==> src/hdl/cts_pkg.sv <==
// Shared types and constants for the CAN transmit priority scheduler.
`default_nettype none
package cts_pkg;

	localparam int ID_W = 11;
	localparam int IN_ID_W = 12;
	localparam int LEN_W = 4;
	localparam int PAY_W = 64;
	localparam int SLOT_W = 8;
	localparam int CNT_W = 32;
	localparam int PEAK_W = 7;
	localparam int STATUS_W = 3;
	localparam int MODE_W = 2;

	localparam logic [IN_ID_W-1:0] ID_MAX = 12'd2047;
	localparam logic [LEN_W-1:0] LEN_MAX = 4'd8;

	typedef enum logic [MODE_W-1:0] {
		MODE_URGENT = 2'd0,
		MODE_JOINT  = 2'd1,
		MODE_POP    = 2'd2,
		MODE_BAD    = 2'd3
	} mode_t;

	typedef enum logic [STATUS_W-1:0] {
		ST_OK        = 3'd0,
		ST_REPLACED  = 3'd1,
		ST_BAD_ARG   = 3'd2,
		ST_BAD_JOINT = 3'd3,
		ST_FULL      = 3'd4,
		ST_EMPTY     = 3'd5
	} status_t;

	typedef struct packed {
		logic [ID_W-1:0]  id;
		logic [LEN_W-1:0] len;
		logic [PAY_W-1:0] payload;
	} frame_t;

	typedef struct packed {
		logic push;
		logic pop;
		logic reject;
	} uq_cmd_t;

	typedef struct packed {
		logic empty;
		logic full;
	} uq_stat_t;

	typedef struct packed {
		logic write;
		logic pop;
	} js_cmd_t;

	typedef struct packed {
		logic any_pending;
		logic hit;
	} js_stat_t;

endpackage
`default_nettype wire

==> src/hdl/cts_if.sv <==
// Valid/ready channel interfaces for scheduler commands and results.
`default_nettype none
interface cts_req_if;
	logic                         valid;
	logic                         ready;
	logic [cts_pkg::MODE_W-1:0]   mode;
	logic [cts_pkg::SLOT_W-1:0]   joint_slot;
	logic [cts_pkg::IN_ID_W-1:0]  frame_id;
	logic [cts_pkg::LEN_W-1:0]    frame_length;
	logic [cts_pkg::PAY_W-1:0]    frame_payload;

	modport source (output valid, mode, joint_slot, frame_id, frame_length, frame_payload,
		input ready);
	modport sink (input valid, mode, joint_slot, frame_id, frame_length, frame_payload,
		output ready);
endinterface

interface cts_rsp_if;
	logic                          valid;
	logic                          ready;
	logic [cts_pkg::STATUS_W-1:0]  status;
	logic [cts_pkg::ID_W-1:0]      out_id;
	logic [cts_pkg::LEN_W-1:0]     out_length;
	logic [cts_pkg::PAY_W-1:0]     out_payload;
	logic                          out_priority;
	logic [cts_pkg::CNT_W-1:0]     full_rejects;
	logic [cts_pkg::CNT_W-1:0]     coalesced_total;
	logic [cts_pkg::PEAK_W-1:0]    peak_fill;

	modport source (output valid, status, out_id, out_length, out_payload, out_priority,
		full_rejects, coalesced_total, peak_fill, input ready);
	modport sink (input valid, status, out_id, out_length, out_payload, out_priority,
		full_rejects, coalesced_total, peak_fill, output ready);
endinterface
`default_nettype wire

==> src/hdl/cts_urgent_queue.sv <==
// Emergency frame FIFO: storage memory, head and fill pointers, statistics.
`default_nettype none
module cts_urgent_queue #(
	parameter int DEPTH = 8
) (
	input  wire logic              clk,
	input  wire logic              arst_n,
	input  wire cts_pkg::uq_cmd_t  cmd,
	input  wire cts_pkg::frame_t   wr_frame,
	output cts_pkg::uq_stat_t      stat,
	output cts_pkg::frame_t        rd_frame,
	output logic [cts_pkg::CNT_W-1:0]  full_rejects,
	output logic [cts_pkg::PEAK_W-1:0] peak_fill
);
	localparam int AW = (DEPTH > 1) ? $clog2(DEPTH) : 1;
	localparam int FW = $clog2(DEPTH + 1);
	localparam logic [FW-1:0] FILL_MAX = FW'(DEPTH);
	localparam logic [AW:0] DEPTH_X = (AW + 1)'(DEPTH);

	cts_pkg::frame_t mem [DEPTH];
	cts_pkg::frame_t rd_q;

	logic [AW-1:0] head_q;
	logic [FW-1:0] fill_q;
	logic [FW-1:0] peak_q;
	logic [cts_pkg::CNT_W-1:0] rej_q;

	logic [AW:0]   wsum;
	logic [AW:0]   hinc;
	logic [AW-1:0] waddr;
	logic [AW-1:0] head_next;
	logic [FW-1:0] fill_inc;

	always_comb begin
		wsum = {1'b0, head_q} + (AW + 1)'(fill_q);
		if (wsum >= DEPTH_X) begin
			wsum = wsum - DEPTH_X;
		end
		waddr = wsum[AW-1:0];
		hinc = {1'b0, head_q} + 1'b1;
		head_next = (hinc >= DEPTH_X) ? '0 : hinc[AW-1:0];
		fill_inc = fill_q + 1'b1;
	end

	always_ff @(posedge clk or negedge arst_n) begin
		if (!arst_n) begin
			head_q <= '0;
			fill_q <= '0;
			peak_q <= '0;
			rej_q  <= '0;
		end else begin
			if (cmd.push) begin
				fill_q <= fill_inc;
				if (fill_inc > peak_q) begin
					peak_q <= fill_inc;
				end
			end else if (cmd.pop) begin
				fill_q <= fill_q - 1'b1;
				head_q <= head_next;
			end
			if (cmd.reject) begin
				rej_q <= rej_q + 1'b1;
			end
		end
	end

	// Storage with a registered read port; a push and a pop never share an edge.
	always_ff @(posedge clk) begin
		if (cmd.push) begin
			mem[waddr] <= wr_frame;
		end
		if (cmd.pop) begin
			rd_q <= mem[head_q];
		end
	end

	assign stat.empty   = (fill_q == '0);
	assign stat.full    = (fill_q == FILL_MAX);
	assign rd_frame     = rd_q;
	assign full_rejects = rej_q;
	assign peak_fill    = cts_pkg::PEAK_W'(peak_q);
endmodule
`default_nettype wire

==> src/hdl/cts_joint_slots.sv <==
// Joint slot memory with pending mask, round-robin selection and coalesce count.
`default_nettype none
module cts_joint_slots #(
	parameter int COUNT = 6,
	localparam int JW = (COUNT > 1) ? $clog2(COUNT) : 1
) (
	input  wire logic             clk,
	input  wire logic             arst_n,
	input  wire cts_pkg::js_cmd_t cmd,
	input  wire logic [JW-1:0]    slot,
	input  wire cts_pkg::frame_t  wr_frame,
	output cts_pkg::js_stat_t     stat,
	output cts_pkg::frame_t       rd_frame,
	output logic [cts_pkg::CNT_W-1:0] coalesced_total
);
	localparam logic [JW:0] COUNT_X = (JW + 1)'(COUNT);

	cts_pkg::frame_t mem [COUNT];
	cts_pkg::frame_t rd_q;

	logic [COUNT-1:0] mask_q;
	logic [JW-1:0]    rr_q;
	logic [cts_pkg::CNT_W-1:0] coal_q;

	logic [JW:0]   cand;
	logic [JW:0]   sel_inc;
	logic [JW-1:0] sel;
	logic [JW-1:0] rr_next;
	logic          found;

	// Rotating priority encode, starting at the joint after the last one served.
	always_comb begin
		found = 1'b0;
		sel = '0;
		for (int k = 0; k < COUNT; k++) begin
			cand = {1'b0, rr_q} + (JW + 1)'(k);
			if (cand >= COUNT_X) begin
				cand = cand - COUNT_X;
			end
			if (!found && mask_q[cand[JW-1:0]]) begin
				found = 1'b1;
				sel = cand[JW-1:0];
			end
		end
		sel_inc = {1'b0, sel} + 1'b1;
		rr_next = (sel_inc >= COUNT_X) ? '0 : sel_inc[JW-1:0];
	end

	always_ff @(posedge clk or negedge arst_n) begin
		if (!arst_n) begin
			mask_q <= '0;
			rr_q   <= '0;
			coal_q <= '0;
		end else begin
			if (cmd.write) begin
				mask_q[slot] <= 1'b1;
				if (mask_q[slot]) begin
					coal_q <= coal_q + 1'b1;
				end
			end else if (cmd.pop) begin
				mask_q[sel] <= 1'b0;
				rr_q <= rr_next;
			end
		end
	end

	always_ff @(posedge clk) begin
		if (cmd.write) begin
			mem[slot] <= wr_frame;
		end
		if (cmd.pop) begin
			rd_q <= mem[sel];
		end
	end

	assign stat.any_pending = found;
	assign stat.hit         = mask_q[slot];
	assign rd_frame         = rd_q;
	assign coalesced_total  = coal_q;
endmodule
`default_nettype wire

==> src/hdl/can_tx_priority_scheduler.sv <==
// Top level of the CAN transmit scheduler: command decode, result stage and output register.
// A command accepted from req passes through the result stage and then the output register
// before its result shows on rsp; a held rsp can keep it waiting in the result stage.
// Throughput: one command transaction per cycle while rsp drains; the limit is the single
// result stage waiting on the output register, which stalls req when rsp is held.
// Reset: arst_n clears the FIFO pointers, pending mask, round-robin pointer and counters
// at once; frame memories are not cleared and are only read after being written.
`default_nettype none
module can_tx_priority_scheduler #(
	parameter int URGENT_DEPTH = 8,
	parameter int JOINT_COUNT = 6
) (
	input wire logic  clk,
	input wire logic  arst_n,
	cts_req_if.sink   req,
	cts_rsp_if.source rsp
);
	localparam int JW = (JOINT_COUNT > 1) ? $clog2(JOINT_COUNT) : 1;
	localparam logic [cts_pkg::SLOT_W-1:0] JOINT_LIMIT = cts_pkg::SLOT_W'(JOINT_COUNT);

	// Where the popped frame of a command comes from.
	typedef enum logic [1:0] {
		SRC_NONE   = 2'd0,
		SRC_URGENT = 2'd1,
		SRC_JOINT  = 2'd2
	} src_t;

	cts_pkg::uq_cmd_t  uq_cmd;
	cts_pkg::uq_stat_t uq_stat;
	cts_pkg::js_cmd_t  js_cmd;
	cts_pkg::js_stat_t js_stat;
	cts_pkg::frame_t   wr_frame;
	cts_pkg::frame_t   uq_rd;
	cts_pkg::frame_t   js_rd;
	cts_pkg::frame_t   res_frame;

	logic [cts_pkg::CNT_W-1:0]  full_rejects;
	logic [cts_pkg::CNT_W-1:0]  coalesced_total;
	logic [cts_pkg::PEAK_W-1:0] peak_fill;

	logic accept;
	logic frame_ok;
	logic joint_ok;
	logic out_load;
	cts_pkg::status_t status_d;
	src_t src_d;

	// Result stage: one accepted command whose memory read is in flight.
	logic              pend_s1;
	cts_pkg::status_t  status_s1;
	src_t              src_s1;

	// Output register.
	logic              rsp_valid_q;
	cts_pkg::status_t  status_q;
	cts_pkg::frame_t   frame_q;
	logic              prio_q;
	logic [cts_pkg::CNT_W-1:0]  full_q;
	logic [cts_pkg::CNT_W-1:0]  coal_q;
	logic [cts_pkg::PEAK_W-1:0] peak_q;

	// The result stage moves on when the output register is free or being emptied.
	assign out_load  = pend_s1 && (!rsp_valid_q || rsp.ready);
	assign req.ready = !pend_s1 || out_load;
	assign accept    = req.valid && req.ready;

	assign frame_ok = (req.frame_id <= cts_pkg::ID_MAX) && (req.frame_length <= cts_pkg::LEN_MAX);
	assign joint_ok = (req.joint_slot < JOINT_LIMIT);

	assign wr_frame.id      = req.frame_id[cts_pkg::ID_W-1:0];
	assign wr_frame.len     = req.frame_length;
	assign wr_frame.payload = req.frame_payload;

	// Command decode. Validation order follows the frame check, then capacity or joint range.
	always_comb begin
		status_d = cts_pkg::ST_OK;
		src_d    = SRC_NONE;
		uq_cmd   = '0;
		js_cmd   = '0;
		unique case (cts_pkg::mode_t'(req.mode))
			cts_pkg::MODE_URGENT: begin
				if (!frame_ok) begin
					status_d = cts_pkg::ST_BAD_ARG;
				end else if (uq_stat.full) begin
					status_d = cts_pkg::ST_FULL;
					uq_cmd.reject = accept;
				end else begin
					uq_cmd.push = accept;
				end
			end
			cts_pkg::MODE_JOINT: begin
				if (!frame_ok) begin
					status_d = cts_pkg::ST_BAD_ARG;
				end else if (!joint_ok) begin
					status_d = cts_pkg::ST_BAD_JOINT;
				end else begin
					js_cmd.write = accept;
					if (js_stat.hit) begin
						status_d = cts_pkg::ST_REPLACED;
					end
				end
			end
			cts_pkg::MODE_POP: begin
				// Emergency frames always go first; joints only when the FIFO is empty.
				if (!uq_stat.empty) begin
					uq_cmd.pop = accept;
					src_d = SRC_URGENT;
				end else if (js_stat.any_pending) begin
					js_cmd.pop = accept;
					src_d = SRC_JOINT;
				end else begin
					status_d = cts_pkg::ST_EMPTY;
				end
			end
			default: begin
				status_d = cts_pkg::ST_BAD_ARG;
			end
		endcase
	end

	cts_urgent_queue #(
		.DEPTH(URGENT_DEPTH)
	) u_urgent (
		.clk          (clk),
		.arst_n       (arst_n),
		.cmd          (uq_cmd),
		.wr_frame     (wr_frame),
		.stat         (uq_stat),
		.rd_frame     (uq_rd),
		.full_rejects (full_rejects),
		.peak_fill    (peak_fill)
	);

	cts_joint_slots #(
		.COUNT(JOINT_COUNT)
	) u_joints (
		.clk             (clk),
		.arst_n          (arst_n),
		.cmd             (js_cmd),
		.slot            (req.joint_slot[JW-1:0]),
		.wr_frame        (wr_frame),
		.stat            (js_stat),
		.rd_frame        (js_rd),
		.coalesced_total (coalesced_total)
	);

	always_ff @(posedge clk or negedge arst_n) begin
		if (!arst_n) begin
			pend_s1 <= 1'b0;
		end else if (accept) begin
			pend_s1 <= 1'b1;
		end else if (out_load) begin
			pend_s1 <= 1'b0;
		end
	end

	always_ff @(posedge clk) begin
		if (accept) begin
			status_s1 <= status_d;
			src_s1    <= src_d;
		end
	end

	// The frame comes from whichever memory was read; the counters already hold
	// their values after this command because later commands are still waiting.
	always_comb begin
		case (src_s1)
			SRC_URGENT: res_frame = uq_rd;
			SRC_JOINT:  res_frame = js_rd;
			default:    res_frame = '0;
		endcase
	end

	always_ff @(posedge clk or negedge arst_n) begin
		if (!arst_n) begin
			rsp_valid_q <= 1'b0;
		end else if (out_load) begin
			rsp_valid_q <= 1'b1;
		end else if (rsp.ready) begin
			rsp_valid_q <= 1'b0;
		end
	end

	always_ff @(posedge clk) begin
		if (out_load) begin
			status_q <= status_s1;
			frame_q  <= res_frame;
			prio_q   <= (src_s1 == SRC_JOINT);
			full_q   <= full_rejects;
			coal_q   <= coalesced_total;
			peak_q   <= peak_fill;
		end
	end

	assign rsp.valid           = rsp_valid_q;
	assign rsp.status          = status_q;
	assign rsp.out_id          = frame_q.id;
	assign rsp.out_length      = frame_q.len;
	assign rsp.out_payload     = frame_q.payload;
	assign rsp.out_priority    = prio_q;
	assign rsp.full_rejects    = full_q;
	assign rsp.coalesced_total = coal_q;
	assign rsp.peak_fill       = peak_q;

	// Every accepted command occupies the result stage in the next cycle.
	a_accept_to_stage: assert property (@(posedge clk) disable iff (!arst_n)
		accept |=> pend_s1)
		else $error("accepted command did not reach the result stage");

	// A joint frame is only ever returned with an ok status.
	a_joint_ok: assert property (@(posedge clk) disable iff (!arst_n)
		rsp.valid && rsp.out_priority |-> rsp.status == cts_pkg::ST_OK)
		else $error("joint frame returned with a non-ok status");

	// An empty pop returns an all-zero frame.
	a_empty_zero: assert property (@(posedge clk) disable iff (!arst_n)
		rsp.valid && rsp.status == cts_pkg::ST_EMPTY |->
		rsp.out_id == '0 && rsp.out_length == '0 && rsp.out_payload == '0)
		else $error("empty pop returned frame data");

	// A joint pop is only issued while the emergency FIFO is empty.
	a_joint_after_urgent: assert property (@(posedge clk) disable iff (!arst_n)
		js_cmd.pop |-> uq_stat.empty && !uq_cmd.pop)
		else $error("joint slot served ahead of an emergency frame");
endmodule
`default_nettype wire
==> src/flat_wrapper.sv <==
// flat-port wrapper written by rule: the top's interface ports become plain ports
module can_tx_priority_scheduler_flat 
#(
	parameter int URGENT_DEPTH = 8,
	parameter int JOINT_COUNT = 6
)
  (clk, arst_n, req_valid, req_mode, req_joint_slot, req_frame_id, req_frame_length, req_frame_payload, req_ready, rsp_valid, rsp_status, rsp_out_id, rsp_out_length, rsp_out_payload, rsp_out_priority, rsp_full_rejects, rsp_coalesced_total, rsp_peak_fill, rsp_ready);
  cts_req_if req_i ();
  cts_rsp_if rsp_i ();
  input wire logic clk;
  input wire logic arst_n;
  input wire logic [$bits(req_i.valid)-1:0] req_valid;
  input wire logic [$bits(req_i.mode)-1:0] req_mode;
  input wire logic [$bits(req_i.joint_slot)-1:0] req_joint_slot;
  input wire logic [$bits(req_i.frame_id)-1:0] req_frame_id;
  input wire logic [$bits(req_i.frame_length)-1:0] req_frame_length;
  input wire logic [$bits(req_i.frame_payload)-1:0] req_frame_payload;
  output wire logic [$bits(req_i.ready)-1:0] req_ready;
  output wire logic [$bits(rsp_i.valid)-1:0] rsp_valid;
  output wire logic [$bits(rsp_i.status)-1:0] rsp_status;
  output wire logic [$bits(rsp_i.out_id)-1:0] rsp_out_id;
  output wire logic [$bits(rsp_i.out_length)-1:0] rsp_out_length;
  output wire logic [$bits(rsp_i.out_payload)-1:0] rsp_out_payload;
  output wire logic [$bits(rsp_i.out_priority)-1:0] rsp_out_priority;
  output wire logic [$bits(rsp_i.full_rejects)-1:0] rsp_full_rejects;
  output wire logic [$bits(rsp_i.coalesced_total)-1:0] rsp_coalesced_total;
  output wire logic [$bits(rsp_i.peak_fill)-1:0] rsp_peak_fill;
  input wire logic [$bits(rsp_i.ready)-1:0] rsp_ready;
  assign req_i.valid = req_valid;
  assign req_i.mode = req_mode;
  assign req_i.joint_slot = req_joint_slot;
  assign req_i.frame_id = req_frame_id;
  assign req_i.frame_length = req_frame_length;
  assign req_i.frame_payload = req_frame_payload;
  assign req_ready = req_i.ready;
  assign rsp_valid = rsp_i.valid;
  assign rsp_status = rsp_i.status;
  assign rsp_out_id = rsp_i.out_id;
  assign rsp_out_length = rsp_i.out_length;
  assign rsp_out_payload = rsp_i.out_payload;
  assign rsp_out_priority = rsp_i.out_priority;
  assign rsp_full_rejects = rsp_i.full_rejects;
  assign rsp_coalesced_total = rsp_i.coalesced_total;
  assign rsp_peak_fill = rsp_i.peak_fill;
  assign rsp_i.ready = rsp_ready;
  can_tx_priority_scheduler #(.URGENT_DEPTH(URGENT_DEPTH), .JOINT_COUNT(JOINT_COUNT)) u_core (.clk(clk), .arst_n(arst_n), .req(req_i), .rsp(rsp_i));
endmodule
==> config.mk <==
export PLATFORM = sky130hd
export DESIGN_NAME = can_tx_priority_scheduler_flat
export DESIGN_NICKNAME = d
export VERILOG_FILES = /design/src/hdl/cts_pkg.sv /design/src/hdl/cts_if.sv /design/src/hdl/cts_urgent_queue.sv /design/src/hdl/cts_joint_slots.sv /design/src/hdl/can_tx_priority_scheduler.sv /design/src/flat_wrapper.sv
export SDC_FILE = /design/constraint.sdc
export NUM_CORES = 2
export LEC_CHECK = 0
export BUFFER_PORTS_ARGS = -buffer_cell sky130_fd_sc_hd__buf_2
export CAP_MARGIN = 20
export CORE_UTILIZATION = 25
export DETAILED_ROUTE_END_ITERATION = 12
export PLACE_DENSITY = 0.5
export SYNTH_ARGS = -nofsm -noshare
export SYNTH_HDL_FRONTEND = slang
export SYNTH_SLANG_ARGS = --single-unit
==> constraint.sdc <==
create_clock -name clk -period 24.8 [get_ports clk]
set_input_delay 2.48 -clock clk [delete_from_list [all_inputs] [get_ports clk]]
set_output_delay 2.48 -clock clk [all_outputs]
set_load 0.02 [all_outputs]
==> run summary <==
### Logic synthesis
- sky130_fd_sc_hd__edfxtp_1 — most frequent cell after synthesis
- sky130_fd_sc_hd__edfxtp_1, sky130_fd_sc_hd__mux2i_1, sky130_fd_sc_hd__mux4_2, sky130_fd_sc_hd__nor2_1, sky130_fd_sc_hd__and3_1 — most frequent cells after synthesis
- 19.4 um^2 — post-synthesis area per instance
- 0 — Yosys warning count
- sky130_fd_sc_hd__edfxtp_1 — Synth area leader
- 1420 — number of enable flip-flop cells after synthesis
- 57800 um^2 — post-synthesis cell area
- 2979 — number of cells produced by synthesis
- 5.71% — proportion of synthesized flip-flops having asynchronous set or reset
- sky130_fd_sc_hd__edfxtp_1 — Post-synth top flop
- 77.5% — share of synthesized area occupied by flip-flops and latches
- 83 — count of cell types in the netlist
- sky130_fd_sc_hd__edfxtp_1, sky130_fd_sc_hd__mux4_2, sky130_fd_sc_hd__dfrtp_1, sky130_fd_sc_hd__mux2i_1, sky130_fd_sc_hd__mux2_2 — most area-consuming cells after synthesis
- 73.8% — area share of the largest cell type after synthesis
- 1506 — number of storage elements in the synthesis netlist

### Power
- 0.178 mV — worst ir drop on vdd
- 104 nW/um^2 — cell area power density
- 7.02 mW — total power after layout
- 21.6 nW — Leakage

### Setup path
- flip-flop — crit path launch type
- 6190 ps — CP Data Arrival Time
- flip-flop — CP Capture Type
- 25300 ps — required time of the worst setup path
- 71 — largest fanout on the critical path
- flip-flop to flip-flop — kind of critical path

### Die
- 176 — standard-cell row count
- 483 um — floorplan die width
- 233000 um^2 — die area
- 230000 um^2 — core area
- 250 — number of top-level design ports
- 25.1% — starting utilization of the core area
- 483 um — Vert. Die Dim

### Timing
- 25.5% — relative slew slack
- 176 MHz — highest attainable clock frequency
- 0 — final-report setup violation count
- 22.9% — post-route fraction of the period consumed by the critical path
- 0 — count of final max-slew check failures
- 45.8 ps — worst clock skew on the final layout
- 0 — Final Hold Vio Count
- 0 ps — final total negative setup slack
- 1120 ps — transition time at the pin with the least slew margin
- 5690 ps — final critical-path required period
- no — RSZ-0062 raised after global routing

### Finish
- 23.5% — layout cells sized above 1
- 16.7% — Area Overhead vs Synth
- 3385 — net total in the final layout

### Clock tree
- sky130_fd_sc_hd__clkbuf_16 — clock root buffer master
- 0 — post-cts sizing count
- done — CTS tree
- 830 ps — Skew-Pair Late Insertion Delay
- 1506 — Clock Sinks
- 0 — post-CTS setup-driven buffer insertion count
- 3 — Max Buffers Root-to-Sink
- 156 — clock buffer count from CTS
- 4 — H-tree levels
- 0 — Post-CTS Hold Buffers
- 60 ps — clock transition at the register clock pins on the worst setup and hold paths after CTS

### Run
- 0 — number of violations of the max-capacitance limit

### Global routing
- 106 — pin count of the biggest net entering global routing
- 29.2k — via count of the first global-routing pass
- 211000 um — first-pass GRT wire length
- 12.5% — GRT Overall Usage
- 42 — initial antenna violation count
- 0 — GRT Residual Overflow

### Placement
- 246 — count of input and output buffers
- 83200 um — sum of net half-perimeters after detailed placement
- 0.720 — Final GP Congestion

### Detailed routing
- 5 — detailed-router iteration count before antenna repair
- 22.9 um — routed length per instance
- 0 — post-detailed-route DRC marker count
- 0 — number of routed nets with antenna violations
- 2161 — number of design-rule violations left by the first detailed-router iteration
- 28.5k — number of vias in the routed layout
- 4.44 — vias per cell
- 147000 um — DRT Wirelength

### Run status
- completed — result of the run

### Hold path
- flip-flop to flip-flop — worst hold path type

[cell usage in the layout, fill, tap and decap left out, drive strengths merged, types with 17 or more instances in the layout]
cell type / synthesis / routed
a22oi: 81 / 81
nand3: 31 / 31
xnor2: 47 / 47
o221ai: 79 / 79
and3: 99 / 99
nor2: 119 / 119
o21ai: 93 / 93
xor2: 31 / 31
clkinv: 0 / 55
inv: 22 / 31
edfxtp: 1420 / 1420
nand2: 48 / 48
mux4: 160 / 160
clkbuf: 95 / 212
mux2: 88 / 88
ha: 22 / 22
a21boi: 79 / 79
buf: 72 / 296
dfrtp: 86 / 86
mux2i: 165 / 165
a21oi: 17 / 17
[layer usage]
metal	wire [um]	track usage, %	up-vias
met5	223	0	-
li1	-	-	12623
met3	8380	2.89	227
met1	65900	16.7	14871
met2	69800	20.5	762
met4	2590	2.90	38
[kinds of logic after synthesis]
logic type      share of synthesized area, %
fa+ha+maj                              0.511
buf+inv                                 1.55
xor+xnor                                1.23
compound gates                          4.91
other cells                          0.00649
mux                                     10.8
simple gates                            3.48
flops                                   77.5
[where the power goes]
part	total, mW	switching (mW)	internal [mW]
clock	2.26	1.01	1.25
combinational	1.69	1.04	0.650
sequential	3.07	0.0837	2.99
[final cells by class]
class | instances | area [um^2]
Antenna cell | 6 | 15.0
Inverter | 22 | 85.1
Multi-Input combinational cell | 1286 | 12300
Timing Repair Buffer | 296 | 1620
Fill cell | 22596 | 162000
Clock buffer | 212 | 4180
Sequential cell | 1506 | 44800
Tap cell | 3026 | 3790
Clock inverter | 74 | 704
[state kept, by name, indices dropped and copies added (netlist names), 6 cells and up]
| register | count |
|---|---|
| u_core.u_joints.mem | 474 |
| u_core.rsp.coalesced_total | 32 |
| u_core.rsp.out_id | 11 |
| u_core.u_urgent.mem | 632 |
| u_core.u_joints.mask_q | 6 |
| u_core.rsp.out_payload | 64 |
| u_core.u_urgent.rd_frame | 79 |
| u_core.u_urgent.full_rejects | 32 |
| u_core.rsp.full_rejects | 32 |
| u_core.u_joints.coalesced_total | 32 |
| u_core.u_joints.rd_frame | 79 |
[final timing paths]
check | startpoint | endpoint | slack (ps) | cells after the start
hold / removal | u_core.status_s1[0]$_DFFE_PP_ | u_core.rsp.status[0]$_DFFE_PP_ | 460 | 0
hold reg to reg | u_core.status_s1[0]$_DFFE_PP_ | u_core.rsp.status[0]$_DFFE_PP_ | 460 | 0
setup / recovery | u_core.u_joints.rr_q[0]$_DFFE_PN0P_ | u_core.u_joints.rd_frame[29]$_DFFE_PP_ | 19110 | 12
setup reg to reg | u_core.u_joints.rr_q[0]$_DFFE_PN0P_ | u_core.u_joints.rd_frame[29]$_DFFE_PP_ | 19110 | 12
min in group asynchronous | arst_n | u_core.u_joints.coalesced_total[4]$_DFFE_PN0P_ | 1610 | 1
max in group asynchronous | arst_n | u_core.u_urgent.head_q[2]$_DFFE_PN0P_ | 21940 | 2
[worst max-delay path, stage by stage (launching register included)]
cell	delay (ps)
sky130_fd_sc_hd__dfrtp_1	920
sky130_fd_sc_hd__inv_2	150
sky130_fd_sc_hd__ha_1	690
sky130_fd_sc_hd__a21bo_1	280
sky130_fd_sc_hd__and2_1	180
sky130_fd_sc_hd__o311ai_2	390
sky130_fd_sc_hd__nor3_1	140
sky130_fd_sc_hd__o31ai_4	220
sky130_fd_sc_hd__buf_4	630
sky130_fd_sc_hd__nand2_8	560
sky130_fd_sc_hd__buf_4	640
sky130_fd_sc_hd__mux2i_1	320
sky130_fd_sc_hd__o221ai_1	150
[through the flow]
| stage | hold WS [ps] | cells | util [%] | instance area (um^2) | setup WS, ps |
|---|---|---|---|---|---|
| floorplan | 400 | 2981 | - | 57800 | 12550 |
| global placement | 435 | 6136 | 27.2 | 62600 | 18510 |
| detailed placement | 437 | 6136 | 27.2 | 62600 | 18520 |
| CTS | 454 | 6422 | 29.3 | 67500 | 19070 |
| global route | 456 | 6422 | 29.3 | 67500 | 18660 |
| finish | 455 | 6428 | 29.3 | 67500 | 19110 |
Power figures use the tool's default switching activity.
